===== src/rtl/lpfp_pkg.sv =====
// Shared types, codes and constants of the length-prefixed frame parser.
package lpfp_pkg;

    // Result kinds
    localparam logic [2:0] RK_START  = 3'd0;
    localparam logic [2:0] RK_FSTART = 3'd1;
    localparam logic [2:0] RK_FBYTE  = 3'd2;
    localparam logic [2:0] RK_DONE   = 3'd3;
    localparam logic [2:0] RK_ERROR  = 3'd4;

    // Error codes
    localparam logic [2:0] EC_MAGIC = 3'd0;
    localparam logic [2:0] EC_LEN   = 3'd1;
    localparam logic [2:0] EC_FHDR  = 3'd2;
    localparam logic [2:0] EC_FLEN  = 3'd3;
    localparam logic [2:0] EC_TRAIL = 3'd4;

    // Input kinds
    localparam logic IN_BYTE    = 1'b0;
    localparam logic IN_RESTART = 1'b1;

    // Configuration port: register index is paddr[CFG_AW-1]
    localparam int         CFG_AW           = 3;
    localparam logic       REG_MAX_BODY_LEN = 1'b0;
    localparam logic [31:0] MAX_BODY_RESET  = 32'd10485760;

    // Smallest legal body: type, count and two reserved bytes
    localparam logic [31:0] BODY_HDR_BYTES = 32'd4;
    // A field header is a 32-bit length
    localparam logic [31:0] FIELD_HDR_BYTES = 32'd4;

    // Result queue sizing
    localparam int OQ_DEPTH = 4;
    localparam int OQ_AW    = $clog2(OQ_DEPTH);
    localparam int OQ_CW    = $clog2(OQ_DEPTH + 1);

    typedef enum logic [3:0] {
        PH_HEADER  = 4'b0001,
        PH_BODYHDR = 4'b0010,
        PH_FHDR    = 4'b0100,
        PH_FDATA   = 4'b1000
    } phase_t;

    typedef struct packed {
        logic [2:0]  kind;
        logic [7:0]  msg_type;
        logic [7:0]  fcount;
        logic [7:0]  fnum;
        logic [31:0] flen;
        logic [7:0]  pbyte;
        logic        fend;
        logic [2:0]  ecode;
        logic        last;
    } result_t;

    // Core to result queue: up to two results per processed byte
    typedef struct packed {
        logic    wr0;
        logic    wr1;
        result_t res0;
        result_t res1;
    } oq_push_t;

    // Frame magic "IOBC"
    function automatic logic [7:0] magic_byte(input logic [1:0] idx);
        logic [7:0] m;
        unique case (idx)
            2'd0:    m = 8'h49;
            2'd1:    m = 8'h4F;
            2'd2:    m = 8'h42;
            default: m = 8'h43;
        endcase
        return m;
    endfunction

    function automatic result_t mk_result(
        input logic [2:0]  kind,
        input logic [7:0]  msg_type,
        input logic [7:0]  fcount,
        input logic [7:0]  fnum,
        input logic [31:0] flen,
        input logic [7:0]  pbyte,
        input logic        fend,
        input logic [2:0]  ecode
    );
        result_t r;
        r.kind     = kind;
        r.msg_type = msg_type;
        r.fcount   = fcount;
        r.fnum     = fnum;
        r.flen     = flen;
        r.pbyte    = pbyte;
        r.fend     = fend;
        r.ecode    = ecode;
        r.last     = 1'b0;
        return r;
    endfunction

endpackage


===== src/rtl/length_prefixed_frame_parser.sv =====
// A transferred byte is registered in the input holding register and parsed from
// there once the result queue has room; its results then join the queue.
// Throughput: one byte per cycle while each byte causes one result and the output is
// not stalled; the output port moves one result per cycle, so once the queue's spare
// slot is used, a byte that causes two results holds the input until there is room.
// Reset (rst_n, async low) empties the queue, awaits a frame header, loads 10 MiB.
module length_prefixed_frame_parser (
    input  logic                        clk,
    input  logic                        rst_n,
    input  logic                        psel,
    input  logic                        penable,
    input  logic                        pwrite,
    input  logic [lpfp_pkg::CFG_AW-1:0] paddr,
    input  logic [31:0]                 pwdata,
    output logic [31:0]                 prdata,
    output logic                        pready,
    input  logic                        in_valid,
    output logic                        in_stall,
    input  logic                        kind,
    input  logic [7:0]                  stream_byte,
    output logic                        out_valid,
    input  logic                        out_stall,
    output logic [2:0]                  result_kind,
    output logic [7:0]                  message_type,
    output logic [7:0]                  field_count,
    output logic [7:0]                  field_number,
    output logic [31:0]                 field_length,
    output logic [7:0]                  payload_byte,
    output logic                        field_end,
    output logic [2:0]                  error_code,
    output logic                        last
);
    import lpfp_pkg::*;

    logic [31:0] max_body_len;
    logic        oq_room;
    oq_push_t    oq_push;
    result_t     out_res;

    lpfp_regs u_regs (
        .clk          (clk),
        .rst_n        (rst_n),
        .psel         (psel),
        .penable      (penable),
        .pwrite       (pwrite),
        .paddr        (paddr),
        .pwdata       (pwdata),
        .prdata       (prdata),
        .pready       (pready),
        .max_body_len (max_body_len)
    );

    lpfp_core u_core (
        .clk          (clk),
        .rst_n        (rst_n),
        .in_valid     (in_valid),
        .in_stall     (in_stall),
        .kind         (kind),
        .stream_byte  (stream_byte),
        .max_body_len (max_body_len),
        .oq_room      (oq_room),
        .oq_push      (oq_push)
    );

    lpfp_outq u_outq (
        .clk       (clk),
        .rst_n     (rst_n),
        .oq_push   (oq_push),
        .oq_room   (oq_room),
        .out_valid (out_valid),
        .out_stall (out_stall),
        .out_res   (out_res)
    );

    assign result_kind  = out_res.kind;
    assign message_type = out_res.msg_type;
    assign field_count  = out_res.fcount;
    assign field_number = out_res.fnum;
    assign field_length = out_res.flen;
    assign payload_byte = out_res.pbyte;
    assign field_end    = out_res.fend;
    assign error_code   = out_res.ecode;
    assign last         = out_res.last;

endmodule


===== src/rtl/lpfp_regs.sv =====
// APB configuration register: largest accepted body length.
module lpfp_regs (
    input  logic                       clk,
    input  logic                       rst_n,
    input  logic                       psel,
    input  logic                       penable,
    input  logic                       pwrite,
    input  logic [lpfp_pkg::CFG_AW-1:0] paddr,
    input  logic [31:0]                pwdata,
    output logic [31:0]                prdata,
    output logic                       pready,
    output logic [31:0]                max_body_len
);
    import lpfp_pkg::*;

    logic [31:0] max_body_len_reg;
    logic        sel_max;

    assign sel_max = (paddr[CFG_AW-1] == REG_MAX_BODY_LEN);

    // Write on the access phase
    always_ff @(posedge clk or negedge rst_n)
    begin
        if (!rst_n)
        begin
            max_body_len_reg <= MAX_BODY_RESET;
        end
        else if (psel && penable && pwrite && sel_max)
        begin
            max_body_len_reg <= pwdata;
        end
    end

    assign prdata       = sel_max ? max_body_len_reg : 32'd0;
    assign pready       = 1'b1;
    assign max_body_len = max_body_len_reg;

endmodule


===== src/rtl/lpfp_core.sv =====
// Input register and per-byte parse step: frame state and up to two results.
module lpfp_core (
    input  logic               clk,
    input  logic               rst_n,
    input  logic               in_valid,
    output logic               in_stall,
    input  logic               kind,
    input  logic [7:0]         stream_byte,
    input  logic [31:0]        max_body_len,
    input  logic               oq_room,
    output lpfp_pkg::oq_push_t oq_push
);
    import lpfp_pkg::*;

    // Input holding register
    logic        hold_valid_reg;
    logic        hold_kind_reg;
    logic [7:0]  hold_byte_reg;
    logic        fire;

    // Parser state
    phase_t      phase_reg,  phase_next;
    logic [2:0]  cnt_reg,    cnt_next;
    logic        mgood_reg,  mgood_next;
    logic [31:0] ls_reg,     ls_next;
    logic [31:0] br_reg,     br_next;
    logic [7:0]  htype_reg,  htype_next;
    logic [7:0]  hcount_reg, hcount_next;
    logic [7:0]  fi_reg,     fi_next;
    logic [31:0] fr_reg,     fr_next;
    logic        halted_reg, halted_next;

    // Step temporaries
    result_t     res0, res1;
    logic        wr0, wr1;
    logic        np_go;
    logic [7:0]  np_fi;
    logic [31:0] np_br;
    logic [31:0] ls_shift;
    logic [31:0] br_dec;
    logic [31:0] fr_dec;
    logic [7:0]  fi_inc;

    assign fire     = hold_valid_reg && oq_room;
    assign in_stall = hold_valid_reg && !oq_room;

    always_ff @(posedge clk or negedge rst_n)
    begin
        if (!rst_n)
        begin
            hold_valid_reg <= 1'b0;
        end
        else if (!in_stall)
        begin
            hold_valid_reg <= in_valid;
        end
    end

    always_ff @(posedge clk)
    begin
        if (in_valid && !in_stall)
        begin
            hold_kind_reg <= kind;
            hold_byte_reg <= stream_byte;
        end
    end

    assign ls_shift = {ls_reg[23:0], hold_byte_reg};
    assign br_dec   = br_reg - 32'd1;
    assign fr_dec   = fr_reg - 32'd1;
    assign fi_inc   = fi_reg + 8'd1;

    // One parse step
    always_comb
    begin
        phase_next  = phase_reg;
        cnt_next    = cnt_reg;
        mgood_next  = mgood_reg;
        ls_next     = ls_reg;
        br_next     = br_reg;
        htype_next  = htype_reg;
        hcount_next = hcount_reg;
        fi_next     = fi_reg;
        fr_next     = fr_reg;
        halted_next = halted_reg;
        res0        = '0;
        res1        = '0;
        wr0         = 1'b0;
        wr1         = 1'b0;
        np_go       = 1'b0;
        np_fi       = 8'd0;
        np_br       = 32'd0;

        if (fire && hold_kind_reg == IN_RESTART)
        begin
            phase_next  = PH_HEADER;
            cnt_next    = 3'd0;
            mgood_next  = 1'b1;
            ls_next     = 32'd0;
            br_next     = 32'd0;
            htype_next  = 8'd0;
            hcount_next = 8'd0;
            fi_next     = 8'd0;
            fr_next     = 32'd0;
            halted_next = 1'b0;
        end
        else if (fire && !halted_reg)
        begin
            unique case (phase_reg)
                PH_HEADER:
                begin
                    // Magic bytes first, then big-endian body length
                    if (!cnt_reg[2])
                    begin
                        if (hold_byte_reg != magic_byte(cnt_reg[1:0]))
                        begin
                            mgood_next = 1'b0;
                        end
                    end
                    else
                    begin
                        ls_next = ls_shift;
                    end
                    if (cnt_reg == 3'd7)
                    begin
                        if (!mgood_reg)
                        begin
                            res0 = mk_result(RK_ERROR, htype_reg, hcount_reg, 8'd0,
                                             32'd0, 8'd0, 1'b0, EC_MAGIC);
                            wr0 = 1'b1;
                            halted_next = 1'b1;
                        end
                        else if (ls_shift < BODY_HDR_BYTES || ls_shift > max_body_len)
                        begin
                            res0 = mk_result(RK_ERROR, htype_reg, hcount_reg, 8'd0,
                                             32'd0, 8'd0, 1'b0, EC_LEN);
                            wr0 = 1'b1;
                            halted_next = 1'b1;
                        end
                        else
                        begin
                            br_next    = ls_shift;
                            phase_next = PH_BODYHDR;
                            cnt_next   = 3'd0;
                        end
                    end
                    else
                    begin
                        cnt_next = cnt_reg + 3'd1;
                    end
                end
                PH_BODYHDR:
                begin
                    br_next = br_dec;
                    if (cnt_reg == 3'd0)
                    begin
                        htype_next = hold_byte_reg;
                    end
                    if (cnt_reg == 3'd1)
                    begin
                        hcount_next = hold_byte_reg;
                    end
                    if (cnt_reg >= 3'd3)
                    begin
                        fi_next = 8'd0;
                        res0 = mk_result(RK_START, htype_reg, hcount_reg, 8'd0,
                                         32'd0, 8'd0, 1'b0, 3'd0);
                        wr0   = 1'b1;
                        np_go = 1'b1;
                        np_fi = 8'd0;
                        np_br = br_dec;
                    end
                    else
                    begin
                        cnt_next = cnt_reg + 3'd1;
                    end
                end
                PH_FHDR:
                begin
                    br_next = br_dec;
                    ls_next = ls_shift;
                    if (cnt_reg >= 3'd3)
                    begin
                        if (ls_shift > br_dec)
                        begin
                            res0 = mk_result(RK_ERROR, htype_reg, hcount_reg, 8'd0,
                                             32'd0, 8'd0, 1'b0, EC_FLEN);
                            wr0 = 1'b1;
                            halted_next = 1'b1;
                        end
                        else
                        begin
                            res0 = mk_result(RK_FSTART, htype_reg, hcount_reg, fi_reg,
                                             ls_shift, 8'd0, 1'b0, 3'd0);
                            wr0     = 1'b1;
                            fr_next = ls_shift;
                            if (ls_shift == 32'd0)
                            begin
                                // Empty field completes at once
                                fi_next = fi_inc;
                                np_go   = 1'b1;
                                np_fi   = fi_inc;
                                np_br   = br_dec;
                            end
                            else
                            begin
                                phase_next = PH_FDATA;
                            end
                        end
                    end
                    else
                    begin
                        cnt_next = cnt_reg + 3'd1;
                    end
                end
                PH_FDATA:
                begin
                    br_next = br_dec;
                    fr_next = fr_dec;
                    res0 = mk_result(RK_FBYTE, htype_reg, hcount_reg, fi_reg, ls_reg,
                                     hold_byte_reg, (fr_dec == 32'd0), 3'd0);
                    wr0 = 1'b1;
                    if (fr_dec == 32'd0)
                    begin
                        fi_next = fi_inc;
                        np_go   = 1'b1;
                        np_fi   = fi_inc;
                        np_br   = br_dec;
                    end
                end
                default:
                begin
                    phase_next = PH_HEADER;
                end
            endcase

            // What follows a finished body header or field; any result here is the second one
            if (np_go)
            begin
                if (np_fi >= hcount_next)
                begin
                    if (np_br == 32'd0)
                    begin
                        res1 = mk_result(RK_DONE, htype_next, hcount_next, 8'd0,
                                         32'd0, 8'd0, 1'b0, 3'd0);
                        wr1         = 1'b1;
                        phase_next  = PH_HEADER;
                        cnt_next    = 3'd0;
                        mgood_next  = 1'b1;
                        ls_next     = 32'd0;
                        br_next     = 32'd0;
                        htype_next  = 8'd0;
                        hcount_next = 8'd0;
                        fi_next     = 8'd0;
                        fr_next     = 32'd0;
                    end
                    else
                    begin
                        res1 = mk_result(RK_ERROR, htype_next, hcount_next, 8'd0,
                                         32'd0, 8'd0, 1'b0, EC_TRAIL);
                        wr1 = 1'b1;
                        halted_next = 1'b1;
                    end
                end
                else if (np_br < FIELD_HDR_BYTES)
                begin
                    res1 = mk_result(RK_ERROR, htype_next, hcount_next, 8'd0,
                                     32'd0, 8'd0, 1'b0, EC_FHDR);
                    wr1 = 1'b1;
                    halted_next = 1'b1;
                end
                else
                begin
                    phase_next = PH_FHDR;
                    cnt_next   = 3'd0;
                    ls_next    = 32'd0;
                end
            end

            // Mark the final result of this byte
            if (wr1)
            begin
                res1.last = 1'b1;
            end
            else
            begin
                res0.last = 1'b1;
            end
        end
    end

    always_ff @(posedge clk or negedge rst_n)
    begin
        if (!rst_n)
        begin
            phase_reg  <= PH_HEADER;
            cnt_reg    <= 3'd0;
            mgood_reg  <= 1'b1;
            ls_reg     <= 32'd0;
            br_reg     <= 32'd0;
            htype_reg  <= 8'd0;
            hcount_reg <= 8'd0;
            fi_reg     <= 8'd0;
            fr_reg     <= 32'd0;
            halted_reg <= 1'b0;
        end
        else
        begin
            phase_reg  <= phase_next;
            cnt_reg    <= cnt_next;
            mgood_reg  <= mgood_next;
            ls_reg     <= ls_next;
            br_reg     <= br_next;
            htype_reg  <= htype_next;
            hcount_reg <= hcount_next;
            fi_reg     <= fi_next;
            fr_reg     <= fr_next;
            halted_reg <= halted_next;
        end
    end

    assign oq_push.wr0  = wr0;
    assign oq_push.wr1  = wr1;
    assign oq_push.res0 = res0;
    assign oq_push.res1 = res1;

endmodule


===== src/rtl/lpfp_outq.sv =====
// Result queue: takes up to two results a cycle, delivers one per transfer.
module lpfp_outq (
    input  logic               clk,
    input  logic               rst_n,
    input  lpfp_pkg::oq_push_t oq_push,
    output logic               oq_room,
    output logic               out_valid,
    input  logic               out_stall,
    output lpfp_pkg::result_t  out_res
);
    import lpfp_pkg::*;

    result_t            mem_reg [OQ_DEPTH];
    logic [OQ_AW-1:0]   head_reg;
    logic [OQ_AW-1:0]   tail_reg;
    logic [OQ_CW-1:0]   count_reg;
    logic               pop;
    logic [OQ_AW-1:0]   tail_inc;

    assign pop      = out_valid && !out_stall;
    assign tail_inc = tail_reg + OQ_AW'(1);

    // Room for a full two-result step
    assign oq_room   = (count_reg <= OQ_CW'(OQ_DEPTH - 2));
    assign out_valid = (count_reg != '0);
    assign out_res   = mem_reg[head_reg];

    always_ff @(posedge clk)
    begin
        if (oq_push.wr0)
        begin
            mem_reg[tail_reg] <= oq_push.res0;
        end
        if (oq_push.wr1)
        begin
            mem_reg[tail_inc] <= oq_push.res1;
        end
    end

    always_ff @(posedge clk or negedge rst_n)
    begin
        if (!rst_n)
        begin
            head_reg  <= '0;
            tail_reg  <= '0;
            count_reg <= '0;
        end
        else
        begin
            if (pop)
            begin
                head_reg <= head_reg + OQ_AW'(1);
            end
            tail_reg  <= tail_reg + OQ_AW'(oq_push.wr0) + OQ_AW'(oq_push.wr1);
            count_reg <= count_reg + OQ_CW'(oq_push.wr0) + OQ_CW'(oq_push.wr1)
                         - OQ_CW'(pop);
        end
    end

endmodule


===== config.mk =====
export PLATFORM = sky130hd
export DESIGN_NAME = length_prefixed_frame_parser
export DESIGN_NICKNAME = d
export VERILOG_FILES = /design/src/rtl/lpfp_pkg.sv /design/src/rtl/length_prefixed_frame_parser.sv /design/src/rtl/lpfp_regs.sv /design/src/rtl/lpfp_core.sv /design/src/rtl/lpfp_outq.sv
export SDC_FILE = /design/constraint.sdc
export NUM_CORES = 1
export LEC_CHECK = 0
export CAP_MARGIN = 20
export CORE_MARGIN = 2
export CORE_UTILIZATION = 40
export CTS_CLUSTER_DIAMETER = 200
export CTS_CLUSTER_SIZE = 16
export DETAILED_ROUTE_END_ITERATION = 10
export DONT_BUFFER_PORTS = 1
export GPL_TIMING_DRIVEN = 0
export HOLD_SLACK_MARGIN = 0.15
export PLACE_DENSITY = 0.52
export SYNTH_ARGS = -nofsm -noshare
export SYNTH_HDL_FRONTEND = slang
export SYNTH_SLANG_ARGS = --single-unit

===== constraint.sdc =====
create_clock -name clk -period 11.2 [get_ports clk]
set_input_delay 1.68 -clock clk [delete_from_list [all_inputs] [get_ports clk]]
set_output_delay 1.68 -clock clk [all_outputs]
set_load 0.005 [all_outputs]

Yosys cells after proc, flatten, opt, wreduce, memory -nomap -nowiden
Memory sizes are Yosys's and may differ from the RTL's.
Index checks and enable logic that the tools add are counted.
Word-level totals
  register bits: 178
  memory bits (writable): 288
  input bits: 51
  output and inout port bits: 107
  logic and storage cells: 229
  memories: 1
Operators by class
  add/subtract/negate cells: 11
  order comparisons: 7
  equal/unequal tests: 9
  multiplexer cells: 159
  bitwise operators: 1
  reduce and logical (&&, ||, !) cells: 24
Memories
  u_outq.mem_reg: depth 4, bits a word 72, read ports 1, clocked after Yosys merged registers in 0, write ports 2, line lpfp_outq.sv:13  | result_t mem_reg [OQ_DEPTH];
Operators with widths (count)
  $mux 32: 30
  $mux 72: 13
  $mux 8: 36
  $pmux 72 s4: 1
  $pmux 32 s2: 3
  $logic_not 32->1: 3
  $pmux 32 s3: 1
  $mux 69: 1
  $gt 32x32->1: 2
  $lt 32x3->1 const B: 2
  $sub 32x1->32 const B: 2
  $mux 4: 12
  $mux 1: 44
  $mux 3: 10
  $pmux 4 s3: 2
  $pmux 8 s3: 1
  $pmux 8 s2: 1
  $logic_and 1x1->1: 9
  $add 8x1->8 const B: 1
  $ge 8x8->1: 1
  $ne 8x8->1: 1
  $add 3x1->3: 2
  $pmux 1 s3: 2
  $pmux 3 s2: 1
  other kinds (24): 30

Longest topological paths before layout
  depth after elaboration: 17
  mapped depth: 29
  mapped depth without buffers: 26

Hierarchy
Synthesis repeated with hierarchy kept, for this count alone.
Unflattened totals
  cell total of the unflattened synthesis: 2364
  area, all modules: 28487.3 um^2
By module, submodules not included
  lpfp_outq: instances 1, cells each 733, area an instance 14655.3 um^2, sequential area each 8823.5 um^2
  lpfp_core: instances 1, cells each 1526, area an instance 12275.5 um^2, sequential area each 3525.9 um^2
  lpfp_regs: instances 1, cells each 105, area an instance 1556.5 um^2, sequential area each 803.3 um^2

Worst setup path after synthesis
Ideal clock, no wire load.
  path kind: register -> register
  start point: register u_core.br_reg[9]
  end point: memory u_outq.mem_reg[1][0] (netlist bit) (enable)
  library setup time: 411 ps
  arrival: 6162 ps
  data required time: 10789 ps
  setup slack: 4627 ps
  stages on the path, launching flop included: 24
  buffers on the path: 4
  clock period less this slack: 6573 ps
  cell sequence: dfrtp_1 > nor4_4 > nand4_1 > or4_1 > and2_1 > ha_1 > nand3_1 > or4_1 > nor2_1 > a32oi_1 > nor3_1 > clkbuf_1 > clkbuf_1 > a22oi_1 > ha_1 > nand2b_1 > a21o_1 > a21oi_1 > o31a_1 > o31ai_4 > buf_6 > o211ai_4 > clkbuf_1 > nand2_1
RTL lines
  start, declared: line lpfp_core.sv:26  | logic [31:0] br_reg, br_next;
  start signal, assigned: line lpfp_core.sv:313  | br_reg <= br_next;
  end, declared: line lpfp_outq.sv:13

Worst setup path after layout
  start point: register u_core.br_reg[0]
  end point: register u_core.fr_reg[20]
On the way
  cells in the longest elaborated chain, start to end: 13
  elaborated cells on any way between the ends: 30
  classes of those cells: 1 x add/sub; 2 x order compare; 26 x mux; 1 x reduce/logical
Ends and longest elaborated chain
  $sub 32x1->32 (*): line lpfp_core.sv:69  | assign br_dec = br_reg - 32'd1;
  branches (longest 9 deep; another with $gt 32x32->1)
  $mux 32 (*): line lpfp_core.sv:238  | if (np_go)
  $mux 32 (*): line lpfp_core.sv:107  | else if (fire && !halted_reg)
  $mux 32 (*): line lpfp_core.sv:94  | if (fire && hold_kind_reg == IN_RESTART)
  end signal, assigned: line lpfp_core.sv:317  | fr_reg <= fr_next;
  end, declared: line lpfp_core.sv:30  | logic [31:0] fr_reg, fr_next;
Mark *: on every way between the ends. The select of a mux whose other input is x is not followed.
A chain may end at the register's enable or synchronous reset.

==> results.json <==
{
  "status": "complete, no violations",
  "cts_resized": 0,
  "grt_max_degree": 170,
  "largest_reg_flops": 288,
  "seq_area_mm2": 0.0112,
  "viasPerCell": 6.09,
  "drive_above_1_share": 0.102,
  "clkLatencyLatePin_ps": 600,
  "synth_cell_type_count": 99,
  "wl_per_cell_um": 26.7,
  "maxSlewViolCount": 0,
  "rsz0062_at_grt": "false",
  "grt_overflow": 0,
  "max_slew_margin": 0.195,
  "final_common_cell": "nor2_1",
  "critPathLaunch": "u_core.br_reg[0]$_DFFE_PN0P_",
  "crit_required_ps": 11610,
  "max_cap_viol_count": 0,
  "numPortBuffers": 0,
  "htree_levels": 2,
  "setup_viol_count_final": 0,
  "syn_nets": 2651,
  "post-route-period-util": 0.849,
  "clkTransAtPathRegs_ps": 90,
  "internal_power_mw": 2.72,
  "area_growth_pct": 9.01,
  "initial_core_util": 0.405,
  "p_switching_mw": 1.47,
  "synth-edff-count": 97,
  "multi_input_area_mm2": 0.0127,
  "combPwrFrac": 0.256,
  "start_kind": "flop",
  "placedCellCount": 3354,
  "drt_first_pass_iters": 5,
  "instances_no_fill": 3412,
  "cts-root-buf": "clkbuf_16",
  "grt_pass1_vias": 20500,
  "hpwlAfterDp_mm": 65.0,
  "netlist_area_mm2": 0.0249,
  "antenna_left": 0,
  "cp_max_fo": 10,
  "io-pin-count": 158,
  "hp-class": "reg2reg",
  "fp-row-count": 91,
  "fin_skew_ps": 39.7,
  "antenna_found_initial": 2,
  "synth-main-ff-cell": "dfxtp_1",
  "globalplace.congestion": 0.966,
  "final_cell_mix": "nor2_1 (251), nand2_1 (225), dfxtp_1 (200)",
  "p_per_area_mw_per_mm2": 154,
  "fin_tns_setup_ps": 0,
  "design.core.area_mm2": 0.0616,
  "ys_async_sr_fraction": 0.363,
  "synth_cells": 2509,
  "cp-end-kind": "flop",
  "pwr-share-seq": 0.446,
  "crit_type": "reg2reg",
  "irDropWorstVdd_mv": 0.0954,
  "clockPowerShare": 0.298,
  "p_sw_frac": 0.351,
  "yosysWarnings": 0,
  "dieArea_mm2": 0.0643,
  "r2r-start": "u_core.br_reg[0]$_DFFE_PN0P_",
  "hold_viol": 0,
  "arrival_ps": 9920,
  "cts-hold-fix-buffers": 0,
  "fin_nets": 2699,
  "die_w_um": 254,
  "die_y_um": 254,
  "route.detailed.drc": 0,
  "tightest_slew_ps": 1200,
  "ys_seq_area_frac": 0.447,
  "power.leakage_nw": 10.4,
  "n_fill_cell": 5978,
  "wirelength_mm": 91.2,
  "drt_iter0_markers": 1662,
  "ys_ff_latch": 466,
  "clockBufferDepth": 3,
  "max_clock_freq_mhz": 105,
  "cts_buffers": 35,
  "avgSynthCellArea_um2": 9.93,
  "cts.sinks": 466,
  "grtUsageTotal": 0.280,
  "grt_pass1_wl_mm": 135,
  "min_period_ps": 9510,
  "holdCritStartpoint": "u_outq.mem_reg[0][49]$_SDFFE_PP0P_",
  "via_count": 20800,
  "cts_tree": "built",
  "cts_setup_buffers": 0
}
cells in the mapped netlist (all sizes together) (48+ instances only):
library cell,number,area (µm²)
o21ai,146,753
nor2,257,985
a22oi,48,365
mux4,72,1620
inv,68,255
o22ai,49,363
a21oi,121,628
buf,56,322
dfrtp,165,4130
nand2,225,845
nand3,75,380
clkbuf,124,465
a22o,89,780
dfxtp,200,4000
edfxtp,97,2910
a211oi,78,591
nor3,77,405
and2,57,357
ha,88,1100
power by group through the flow:
| stage | Clock, mW | Combinational (mW) | Sequential [mW] |
|---|---|---|---|
| 2_1_floorplan | 0 | 0.716 | 1.85 |
| 3_3_place_gp | 0 | 1.06 | 1.90 |
| 3_5_place_dp | 0 | 1.08 | 1.91 |
| 4_1_cts | 1.28 | 1.08 | 1.87 |
| 5_1_grt | 1.33 | 1.17 | 1.88 |
| 6_report | 1.25 | 1.07 | 1.87 |
path summary, 6_finish.rpt:
check                      cells past startpoint                            endpoint  slack [ps]
max                                           25       u_core.fr_reg[20]$_DFFE_PN0P_        1690
min                                            2  u_outq.mem_reg[0][49]$_SDFFE_PP0P_         460
max reg2reg                                   25       u_core.fr_reg[20]$_DFFE_PN0P_        1690
min reg2reg                                    2  u_outq.mem_reg[0][49]$_SDFFE_PP0P_         460
max in group asynchronous                      0      u_outq.head_reg[1]$_DFFE_PN0P_       10120
min in group asynchronous                      0        u_core.ls_reg[6]$_DFFE_PN0P_         790
per-stage QoR:
step	hold WS, ps	setup slack (ps)	utilization	cell area (µm²)	total power [mW]
6_report	455	1690	0.441	27200	4.19
3_3_place_gp	439	1850	0.422	26000	2.96
4_1_cts	457	1940	0.441	27100	4.23
3_5_place_dp	446	1980	0.424	26100	2.98
5_1_grt	472	1470	0.441	27200	4.37
2_1_floorplan	431	4630	-	24900	2.57
per-layer routing:
metal,wire (µm),global-route usage,share of wire,vias up
met2,43600,0.468,0.48,769
met1,38700,0.372,0.42,10400
met4,3510,0.101,0.039,0
li1,-,-,-,9410
met5,0,0,0,-
met3,5380,0.0381,0.059,170
critical path, stage by stage (launching register included):
cell and delay (ps):
dfrtp_1 370, clkbuf_1 220, nor2_1 410, nand4_1 370, or4_1 530, and2_1 250, ha_1 320, nand3_1 120
or4_1 620, nor2_1 290, a32oi_1 200, nor3_1 600, clkbuf_1 530, clkbuf_1 690, a22oi_1 300, ha_1 360
nand2b_1 100, a21o_1 110, a21oi_1 60, o31a_1 400, a21oi_1 360, nand4b_1 400, a21o_1 350, nand2_1 300
clkbuf_1 790, o21ai_0 220
layout make-up:
class,count,area share
Antenna cell,1,0.0000921
Buffer,180,0.0290
Clock buffer,50,0.0343
Clock inverter,4,0.00240
Inverter,68,0.00940
Multi-Input combinational cell,1795,0.469
Sequential cell,466,0.410
Tap cell,837,0.0386
Timing Repair Buffer,11,0.00682
cell families after synthesis:
family	count (synthesis)	share of synthesized area
buffers and inverters	248	0.0418
multiplexers	130	0.0901
other	1	0.000150
AO/OA/AOI/OAI	657	0.186
AND/OR/NAND/NOR	866	0.170
adder cells (fa/ha/maj)	91	0.0466
XOR/XNOR	50	0.0176
flip-flops	466	0.447
No activity file was read; power rests on OpenSTA's default activity.
